<file path="src/hw/rtl/fcim_pkg.sv">
// ----------------------------------------------------------------------------
// fcim_pkg
// Types, codes and widths shared by the filter clog monitor modules.
// ----------------------------------------------------------------------------
package fcim_pkg;

  localparam int unsigned MAX_POINTS_DEF = 8;

  // Field widths
  localparam int unsigned SPD_W    = 7;
  localparam int unsigned DROP_W   = 24;
  localparam int unsigned FAN_W    = 15;
  localparam int unsigned DIFF_W   = 25;
  localparam int unsigned HELD_W   = 4;
  localparam int unsigned MARGIN_W = 7;
  localparam int unsigned PCT_W    = 8;

  // Shared multiplier and result widths
  localparam int unsigned MUL_A_W = 43;
  localparam int unsigned MUL_B_W = 17;
  localparam int unsigned PROD_W  = MUL_A_W + MUL_B_W;
  localparam int unsigned LHS_W   = 48;

  localparam logic [PCT_W-1:0]    PCT_FULL   = 8'd100;
  localparam logic [MARGIN_W-1:0] MARGIN_RST = 7'd30;

  typedef enum logic [1:0] {
    CMD_CLEAR = 2'd0,
    CMD_ADD   = 2'd1,
    CMD_CHECK = 2'd2,
    CMD_NONE  = 2'd3
  } cmd_e;

  typedef enum logic [1:0] {
    VERDICT_NONE = 2'd0,
    VERDICT_OK   = 2'd1,
    VERDICT_CLOG = 2'd2
  } verdict_e;

  typedef enum logic {
    REG_ENABLE = 1'b0,
    REG_MARGIN = 1'b1
  } reg_idx_e;

  typedef enum logic [2:0] {
    ST_IDLE,
    ST_WALK,
    ST_MUL0,
    ST_MUL1,
    ST_MUL2,
    ST_MUL3,
    ST_MUL4,
    ST_CMP
  } state_e;

  // Table update request from the sequencer
  typedef struct packed {
    logic              clear;
    logic              insert;
    logic [SPD_W-1:0]  spd;
    logic [DROP_W-1:0] drop;
  } tbl_ctrl_t;

endpackage

</file>
<file path="src/hw/rtl/fcim_table.sv">
// ----------------------------------------------------------------------------
// fcim_table
// Sorted calibration table: ordered insert, clear, one read port.
// ----------------------------------------------------------------------------
module fcim_table import fcim_pkg::*; #(
  parameter int unsigned MAX_POINTS = MAX_POINTS_DEF,
  localparam int unsigned IDX_W = (MAX_POINTS > 1) ? $clog2(MAX_POINTS) : 1,
  localparam int unsigned CNT_W = $clog2(MAX_POINTS + 1)
) (
  input  logic              clk_i,
  input  logic              rst_ni,
  input  tbl_ctrl_t         ctrl_i,
  input  logic [IDX_W-1:0]  rd_idx_i,
  output logic [SPD_W-1:0]  rd_spd_o,
  output logic [DROP_W-1:0] rd_drop_o,
  output logic [CNT_W-1:0]  total_o
);

  logic [SPD_W-1:0]  spd_q  [MAX_POINTS];
  logic [DROP_W-1:0] drop_q [MAX_POINTS];
  logic [CNT_W-1:0]  total_q;
  logic              do_ins;

  // Drop the insert when the table is full
  assign do_ins = ctrl_i.insert && (total_q < CNT_W'(MAX_POINTS));

  // Each entry either takes the new point, shifts up from below, or holds
  for (genvar k = 0; k < MAX_POINTS; k++) begin : g_ent
    logic at_top;
    logic above_new;
    logic wr_en;

    assign at_top    = (CNT_W'(k) == total_q);
    assign above_new = (CNT_W'(k) < total_q) && (spd_q[k] > ctrl_i.spd);
    assign wr_en     = do_ins && (at_top || above_new);

    if (k == 0) begin : g_first
      always_ff @(posedge clk_i) begin
        if (wr_en) begin
          spd_q[k]  <= ctrl_i.spd;
          drop_q[k] <= ctrl_i.drop;
        end
      end
    end else begin : g_rest
      logic below_ok;
      assign below_ok = (spd_q[k-1] <= ctrl_i.spd);

      always_ff @(posedge clk_i) begin
        if (wr_en) begin
          if (below_ok) begin
            spd_q[k]  <= ctrl_i.spd;
            drop_q[k] <= ctrl_i.drop;
          end else begin
            spd_q[k]  <= spd_q[k-1];
            drop_q[k] <= drop_q[k-1];
          end
        end
      end
    end
  end

  // Fill count
  always_ff @(posedge clk_i or negedge rst_ni) begin
    if (!rst_ni) begin
      total_q <= '0;
    end else if (ctrl_i.clear) begin
      total_q <= '0;
    end else if (do_ins) begin
      total_q <= total_q + CNT_W'(1);
    end
  end

  assign rd_spd_o  = spd_q[rd_idx_i];
  assign rd_drop_o = drop_q[rd_idx_i];
  assign total_o   = total_q;

endmodule

</file>
<file path="src/hw/rtl/fcim_mul.sv">
// ----------------------------------------------------------------------------
// fcim_mul
// Shared signed multiplier with a registered product.
// ----------------------------------------------------------------------------
module fcim_mul import fcim_pkg::*; (
  input  logic                      clk_i,
  input  logic                      en_i,
  input  logic signed [MUL_A_W-1:0] a_i,
  input  logic signed [MUL_B_W-1:0] b_i,
  output logic signed [PROD_W-1:0]  prod_o
);

  logic signed [PROD_W-1:0] prod_q;

  // Capture the product only in multiply steps
  always_ff @(posedge clk_i) begin
    if (en_i) begin
      prod_q <= a_i * b_i;
    end
  end

  assign prod_o = prod_q;

endmodule

</file>
<file path="src/hw/rtl/filter_clog_interp_monitor.sv">
// ----------------------------------------------------------------------------
// filter_clog_interp_monitor
// Filter clog monitor with a sorted calibration table and exact interpolation.
// ----------------------------------------------------------------------------
// Items are taken one at a time. Clear, add and unused commands finish at the
// beat where they are accepted and their result shows in the next cycle. A
// check with monitoring on, a non-empty table and a valid reading walks the
// table one entry per cycle until it finds the segment around the fan speed,
// then runs five steps on the single shared multiplier and one compare step.
// A check that fails any of those three conditions finishes like an unused
// command. The next beat is taken once the sequencer is idle and the output
// register is free or being emptied.
module filter_clog_interp_monitor import fcim_pkg::*; #(
  parameter int unsigned MAX_POINTS = MAX_POINTS_DEF
) (
  input  logic        clk_i,
  input  logic        rst_ni,
  // Input stream
  input  logic        s_axis_tvalid,
  output logic        s_axis_tready,
  // [6:0] point_speed, [30:7] point_drop, [45:31] fan_speed,
  // [69:46] measured_drop, [70] reading_valid, [71] zero
  input  logic [71:0] s_axis_tdata,
  // [1:0] command
  input  logic [1:0]  s_axis_tuser,
  // Result stream
  output logic        m_axis_tvalid,
  input  logic        m_axis_tready,
  // [1:0] verdict, [5:2] points_held, [6] add_rejected, [7] zero
  output logic [7:0]  m_axis_tdata,
  // Configuration port
  input  logic        psel,
  input  logic        penable,
  input  logic        pwrite,
  input  logic [2:0]  paddr,
  input  logic [31:0] pwdata,
  output logic [31:0] prdata,
  output logic        pready
);

  localparam int unsigned IDX_W = (MAX_POINTS > 1) ? $clog2(MAX_POINTS) : 1;
  localparam int unsigned CNT_W = $clog2(MAX_POINTS + 1);

  // --------------------------------------------------------------------------
  // Configuration registers
  // --------------------------------------------------------------------------
  logic                enable_q;
  logic [MARGIN_W-1:0] margin_q;
  logic                cfg_wr;
  reg_idx_e            cfg_idx;

  assign pready  = 1'b1;
  assign cfg_wr  = psel && penable && pwrite;
  assign cfg_idx = reg_idx_e'(paddr[2]);

  always_ff @(posedge clk_i or negedge rst_ni) begin
    if (!rst_ni) begin
      enable_q <= 1'b0;
      margin_q <= MARGIN_RST;
    end else if (cfg_wr) begin
      unique case (cfg_idx)
        REG_ENABLE: enable_q <= pwdata[0];
        REG_MARGIN: margin_q <= pwdata[MARGIN_W-1:0];
        default:    enable_q <= enable_q;
      endcase
    end
  end

  always_comb begin
    unique case (cfg_idx)
      REG_ENABLE: prdata = {31'd0, enable_q};
      REG_MARGIN: prdata = {{(32-MARGIN_W){1'b0}}, margin_q};
      default:    prdata = '0;
    endcase
  end

  // --------------------------------------------------------------------------
  // Input unpacking
  // --------------------------------------------------------------------------
  cmd_e              in_cmd;
  logic [SPD_W-1:0]  in_spd;
  logic [DROP_W-1:0] in_pdrop;
  logic [FAN_W-1:0]  in_fan;
  logic [DROP_W-1:0] in_meas;
  logic              in_rv;

  assign in_cmd   = cmd_e'(s_axis_tuser);
  assign in_spd   = s_axis_tdata[6:0];
  assign in_pdrop = s_axis_tdata[30:7];
  assign in_fan   = s_axis_tdata[45:31];
  assign in_meas  = s_axis_tdata[69:46];
  assign in_rv    = s_axis_tdata[70];

  // --------------------------------------------------------------------------
  // Calibration table
  // --------------------------------------------------------------------------
  state_e            state_q, state_d;
  tbl_ctrl_t         tbl_ctrl;
  logic [IDX_W-1:0]  idx_q;
  logic [SPD_W-1:0]  rd_spd;
  logic [DROP_W-1:0] rd_drop;
  logic [CNT_W-1:0]  total;
  logic              in_acc;
  logic              out_free;
  logic              out_valid_q;
  logic              full;
  logic              go_check;

  assign out_free      = !out_valid_q || m_axis_tready;
  assign s_axis_tready = (state_q == ST_IDLE) && out_free;
  assign in_acc        = s_axis_tvalid && s_axis_tready;
  assign full          = (total == CNT_W'(MAX_POINTS));
  assign go_check      = (in_cmd == CMD_CHECK) && enable_q && (total != '0) && in_rv;

  assign tbl_ctrl.clear  = in_acc && (in_cmd == CMD_CLEAR);
  assign tbl_ctrl.insert = in_acc && (in_cmd == CMD_ADD);
  assign tbl_ctrl.spd    = in_spd;
  assign tbl_ctrl.drop   = in_pdrop;

  fcim_table #(
    .MAX_POINTS (MAX_POINTS)
  ) u_table (
    .clk_i     (clk_i),
    .rst_ni    (rst_ni),
    .ctrl_i    (tbl_ctrl),
    .rd_idx_i  (idx_q),
    .rd_spd_o  (rd_spd),
    .rd_drop_o (rd_drop),
    .total_o   (total)
  );

  // --------------------------------------------------------------------------
  // Table walk: find the segment around the fan speed
  // --------------------------------------------------------------------------
  logic [FAN_W-1:0]         sp_q;
  logic signed [DROP_W-1:0] meas_q;
  logic [SPD_W-1:0]         prev_s_q;
  logic signed [DROP_W-1:0] prev_d_q;
  logic signed [DROP_W-1:0] d0_q;
  logic signed [DIFF_W-1:0] diff_q;
  logic [FAN_W-1:0]         num_q;
  logic [FAN_W-1:0]         den_q;
  logic [FAN_W-1:0]         rd_s256;
  logic                     idx_first;
  logic                     idx_last;
  logic                     hit;

  assign rd_s256   = {rd_spd, 8'd0};
  assign idx_first = (idx_q == '0);
  assign idx_last  = (CNT_W'(idx_q) == (total - CNT_W'(1)));
  assign hit       = idx_first ? (sp_q <= rd_s256) : (sp_q < rd_s256);

  always_ff @(posedge clk_i or negedge rst_ni) begin
    if (!rst_ni) begin
      idx_q <= '0;
    end else if (in_acc) begin
      idx_q <= '0;
    end else if (state_q == ST_WALK) begin
      idx_q <= idx_q + IDX_W'(1);
    end
  end

  always_ff @(posedge clk_i) begin
    if (in_acc) begin
      sp_q   <= in_fan;
      meas_q <= $signed(in_meas);
    end
    if (state_q == ST_WALK) begin
      prev_s_q <= rd_spd;
      prev_d_q <= $signed(rd_drop);
      if (hit && !idx_first) begin
        // Interpolate between the previous entry and this one
        d0_q   <= prev_d_q;
        diff_q <= DIFF_W'($signed(rd_drop)) - DIFF_W'(prev_d_q);
        num_q  <= sp_q - {prev_s_q, 8'd0};
        den_q  <= {rd_spd - prev_s_q, 8'd0};
      end else if (hit || idx_last) begin
        // Clamp to this end point
        d0_q   <= $signed(rd_drop);
        diff_q <= '0;
        num_q  <= '0;
        den_q  <= FAN_W'(1);
      end
    end
  end

  // --------------------------------------------------------------------------
  // Sequencer
  // --------------------------------------------------------------------------
  always_ff @(posedge clk_i or negedge rst_ni) begin
    if (!rst_ni) begin
      state_q <= ST_IDLE;
    end else begin
      state_q <= state_d;
    end
  end

  always_comb begin
    state_d = state_q;
    unique case (state_q)
      ST_IDLE: if (in_acc && go_check) state_d = ST_WALK;
      ST_WALK: if (hit || idx_last) state_d = ST_MUL0;
      ST_MUL0: state_d = ST_MUL1;
      ST_MUL1: state_d = ST_MUL2;
      ST_MUL2: state_d = ST_MUL3;
      ST_MUL3: state_d = ST_MUL4;
      ST_MUL4: state_d = ST_CMP;
      ST_CMP:  if (out_free) state_d = ST_IDLE;
      default: state_d = ST_IDLE;
    endcase
  end

  // --------------------------------------------------------------------------
  // Shared multiplier operands
  //   MUL0 d0*den, MUL1 num*diff, MUL2 meas*den, MUL3 (meas*den)*100,
  //   MUL4 e_num*(100+margin)
  // --------------------------------------------------------------------------
  logic signed [MUL_A_W-1:0] mul_a;
  logic signed [MUL_B_W-1:0] mul_b;
  logic                      mul_en;
  logic signed [PROD_W-1:0]  prod;
  logic signed [MUL_A_W-1:0] acc_q;
  logic signed [LHS_W-1:0]   lhs_q;
  logic [PCT_W-1:0]          pct_lim;

  assign pct_lim = PCT_FULL + PCT_W'(margin_q);

  always_comb begin
    mul_a  = '0;
    mul_b  = '0;
    mul_en = 1'b0;
    unique case (state_q)
      ST_MUL0: begin
        mul_a  = MUL_A_W'(d0_q);
        mul_b  = $signed(MUL_B_W'(den_q));
        mul_en = 1'b1;
      end
      ST_MUL1: begin
        mul_a  = MUL_A_W'(diff_q);
        mul_b  = $signed(MUL_B_W'(num_q));
        mul_en = 1'b1;
      end
      ST_MUL2: begin
        mul_a  = MUL_A_W'(meas_q);
        mul_b  = $signed(MUL_B_W'(den_q));
        mul_en = 1'b1;
      end
      ST_MUL3: begin
        mul_a  = prod[MUL_A_W-1:0];
        mul_b  = $signed(MUL_B_W'(PCT_FULL));
        mul_en = 1'b1;
      end
      ST_MUL4: begin
        mul_a  = acc_q;
        mul_b  = $signed(MUL_B_W'(pct_lim));
        mul_en = 1'b1;
      end
      default: mul_en = 1'b0;
    endcase
  end

  fcim_mul u_mul (
    .clk_i  (clk_i),
    .en_i   (mul_en),
    .a_i    (mul_a),
    .b_i    (mul_b),
    .prod_o (prod)
  );

  // Accumulate the expected-drop numerator and hold the left side
  always_ff @(posedge clk_i) begin
    unique case (state_q)
      ST_MUL1: acc_q <= prod[MUL_A_W-1:0];
      ST_MUL2: acc_q <= acc_q + prod[MUL_A_W-1:0];
      ST_MUL4: lhs_q <= prod[LHS_W-1:0];
      default: acc_q <= acc_q;
    endcase
  end

  // --------------------------------------------------------------------------
  // Output register
  // --------------------------------------------------------------------------
  verdict_e          verdict_q;
  verdict_e          cmp_verdict;
  logic [HELD_W-1:0] held_q;
  logic              rej_q;
  logic              load_direct;
  logic              load_cmp;
  logic [CNT_W-1:0]  held_direct;

  assign load_direct = in_acc && !go_check;
  assign load_cmp    = (state_q == ST_CMP) && out_free;

  // A zero or negative expected drop gives no verdict
  always_comb begin
    if (acc_q[MUL_A_W-1] || (acc_q == '0)) begin
      cmp_verdict = VERDICT_NONE;
    end else if (PROD_W'(lhs_q) > prod) begin
      cmp_verdict = VERDICT_CLOG;
    end else begin
      cmp_verdict = VERDICT_OK;
    end
  end

  always_comb begin
    case (in_cmd)
      CMD_CLEAR: held_direct = '0;
      CMD_ADD:   held_direct = full ? total : total + CNT_W'(1);
      default:   held_direct = total;
    endcase
  end

  always_ff @(posedge clk_i or negedge rst_ni) begin
    if (!rst_ni) begin
      out_valid_q <= 1'b0;
    end else if (load_direct || load_cmp) begin
      out_valid_q <= 1'b1;
    end else if (m_axis_tready) begin
      out_valid_q <= 1'b0;
    end
  end

  always_ff @(posedge clk_i) begin
    if (load_direct) begin
      verdict_q <= VERDICT_NONE;
      held_q    <= HELD_W'(held_direct);
      rej_q     <= (in_cmd == CMD_ADD) && full;
    end else if (load_cmp) begin
      verdict_q <= cmp_verdict;
      held_q    <= HELD_W'(total);
      rej_q     <= 1'b0;
    end
  end

  assign m_axis_tvalid = out_valid_q;
  assign m_axis_tdata  = {1'b0, rej_q, held_q, verdict_q};

endmodule

</file>
<file path="config.mk">
export PLATFORM = sky130hd
export DESIGN_NAME = filter_clog_interp_monitor
export DESIGN_NICKNAME = d
export VERILOG_FILES = /design/src/hw/rtl/fcim_pkg.sv /design/src/hw/rtl/fcim_table.sv /design/src/hw/rtl/fcim_mul.sv /design/src/hw/rtl/filter_clog_interp_monitor.sv
export SDC_FILE = /design/constraint.sdc
export NUM_CORES = 2
export LEC_CHECK = 0
export BUFFER_PORTS_ARGS = -buffer_cell sky130_fd_sc_hd__buf_2
export CELL_PAD_IN_SITES_DETAIL_PLACEMENT = 1
export CELL_PAD_IN_SITES_GLOBAL_PLACEMENT = 2
export CORE_UTILIZATION = 47
export DETAILED_ROUTE_END_ITERATION = 10
export PLACE_DENSITY = 0.9
export SYNTH_ARGS = -nofsm -noshare
export SYNTH_HDL_FRONTEND = slang
export SYNTH_SLANG_ARGS = --single-unit
</file>
<file path="constraint.sdc">
create_clock -name clk_i -period 14.6 [get_ports clk_i]
set_input_delay 2.92 -clock clk_i [delete_from_list [all_inputs] [get_ports clk_i]]
set_output_delay 2.92 -clock clk_i [all_outputs]
set_load 0.005 [all_outputs]
</file>
==> flow_summary_export.csv <==
group,metric,value,unit
routing,antenna_left,0,
yosys,yosys-top-cells-count,"inv_1 (837), fa_1 (601), edfxtp_1 (545)",
placed_design,hpwl,124,mm
timing,setup_violations,0,
clock_tree,holdBufCountCts,0,
clock_tree,worstSkewPairLatency,0.68,ns
clock_tree,cts_buffers,60,
clock_tree,htreeDepth,2,
clock_tree,cts_resized,0,
routing,route.detailed.drc,0,
worst_setup_path,cp-end-kind,"flop",
global_route,grt_pass1_vias,42014,
yosys,synth_edf_count,545,
global_route,antenna_found_initial,6,
final_layout,syn_to_final_growth,8.20,%
yosys,syn_avg_cell_area,10.6,sq um
placed_design,placed_area,55300,sq um
worst_setup_path,crit_arrival,11.15,ns
clock_tree,numClockSinks,566,
timing,fmax,0.0928,GHz
timing,rsz0062_at_grt,"false",
placed_design,placed_cells,6458,
routing,wl_met1,66.6,mm
floorplan,fp.dieH,338,um
clock_tree,postCtsSetupBuffers,0,
worst_setup_path,cp-start-kind,"flop",
global_route,grt_overflow_total,0,
final_layout,fill_cells,12039,
yosys,synth_top_area_share,30.8,%
routing,first_pass_iters,6,
routing,wl,164,mm
yosys,yosysMostFrequentCell,"inv_1",
timing,min_period,10.77,ns
floorplan,die_w,338,um
yosys,yosysUniqueCellTypes,80,
worst_setup_path,required,14.98,ns
clock_tree,cts_tree,"yes",
final_layout,drive_gt1_share,12.9,%
routing,highest_layer,"met5",
yosys,ys.flop_type,"edfxtp_1",
timing,hold_viol_final,0,
yosys,synth_top_cell_by_area,"edfxtp_1",
clock_tree,clkTransAtPathRegs,0.07,ns
floorplan,ios,159,
final_layout,fin_cells,6573,
clock_tree,root_buffer,"clkbuf_16",
placed_design,io_buffer_count,103,
floorplan,core,111000,sq um
floorplan,die_area,114000,sq um
global_route,grt_util_all_layers,29.3,%
routing,post_drt_wl_per_cell,25.0,um
yosys,ys_seq_area_share,31.8,%
routing,met3_length,9.19,mm
job,cap_violations,0,
placed_design,gp_congestion,0.913,
routing,drt_iter0_drc,2579,
worst_setup_path,r2r_cells,23,
final_layout,final_cell_area,57400,sq um
routing,met2_length,82.3,mm
routing,via_count,38467,
yosys,synth-seq-cells,566,
timing,finClkSkew,0.0587,ns
global_route,grt_max_degree,76,
timing,fin_crit_sh,73.8,%
floorplan,rows,122,
floorplan,start_util,47.7,%
timing,slew_viol_final,0,
timing,tns,0,ns
outcome,outcome,"completed",
final_layout,nets,6085,
yosys,synth_area,53100,sq um
yosys,synth_warnings,0,
timing,relSlewSlack,22.5,%
routing,vias_per_cell,5.85,
worst_setup_path,crit_type,"flop to flop",
min_path,worstHoldPathCells,0,
timing,tightest_slew,1.16,ns
yosys,synthTopCellsByArea,"edfxtp_1 (31%), fa_1 (23%), ha_1 (7.9%)",
worst_setup_path,crit_fanout,22,
yosys,postSynthCellCount,5001,
clock_tree,cts_buffer_depth,3,
min_path,min_path_type,"flop to flop",
yosys,ys_async_sr_fraction,3.36,%
global_route,grt_pass1_wl,252,mm
==> sequential cells by signal (all words and copies together), names as in the netlist, 25 cells and up <==
register        count
u_mul.prod_o       59
lhs_q              48
acc_q              43
u_table.drop_q    192
diff_q             25
u_table.spd_q      56
==> through the flow <==
step,util (%),setup slack [ns],hold WS [ns]
floorplan,-,5.57,0.426
global placement,49.7,4.03,0.432
detailed placement,49.7,3.94,0.436
CTS,51.6,3.95,0.467
global route,51.6,3.48,0.478
finish,51.6,3.83,0.458
==> layout by cell type (no fill, tap or decap), drive strengths merged, types with 92 or more instances in the layout <==
cell	instances
a21o	92
a21oi	188
buf	181
edfxtp	545
fa	601
ha	336
inv	842
mux2	240
nand2	475
nor2	418
o21ai	188
==> path summary, 6_finish.rpt <==
| check | start | end | slack (ns) |
|---|---|---|---|
| worst max register to register | state_q[2] | u_mul.prod_o[56] | 3.83 |
| worst max-delay path | state_q[2] | u_mul.prod_o[56] | 3.83 |
| worst min register to register | u_mul.prod_o[45] | lhs_q[45] | 0.46 |
| min in group asynchronous | rst_ni | u_table.total_o[3] | 2.21 |
| worst min-delay path | u_mul.prod_o[45] | lhs_q[45] | 0.46 |
| max in group asynchronous | rst_ni | state_q[0] | 11.98 |
==> cell type report <==
class,instances,area (sq um),share of cell area (%)
multi-input cells,3385,32300,56.3
flip-flops and latches,566,16900,29.4
inverters,838,3150,5.48
well taps,1488,1860,3.24
clock buffers,69,1570,2.73
repair buffers,181,1100,1.92
clock inverters,45,528,0.920
diodes,1,2.50,0.00436
==> worst max-delay path: stages (launching register included) <==
cell      delay, ns
dfrtp_1        0.66
buf_4          0.34
nand2b_1       0.60
a21oi_1        1.09
a22o_1         0.98
nand2_1        0.19
fa_1           0.56
fa_1           0.51
inv_1          0.06
fa_1           0.46
fa_1           0.52
fa_1           0.55
inv_1          0.06
fa_1           0.53
inv_1          0.04
ha_1           0.48
nand3_1        0.20
nor2_1         0.17
a21boi_0       0.36
o211ai_1       0.37
a211oi_1       0.57
o21ai_0        0.44
o311ai_0       0.63
xor2_1         0.13
==> kinds of logic after synthesis <==
group	synth area share [%]
adders and majority gates	30.6
AOI/OAI and AO/OA	9.47
and+or+nand+nor	9.83
xor gates and xnor gates	2.13
DFF	31.8
buffers and inverters	7.85
muxes	8.29
other	0.0142
==> layer usage <==
metal  vias to the layer above  GRT usage, %
met1                     20162          37.3
met2                      1197          51.3
met3                       270          3.59
met5                         -             0
li1                      16832             -
met4                         6          10.6
Power is not shown: default switching activity piles up to over one toggle a cycle in this logic, so the estimate is an artifact.
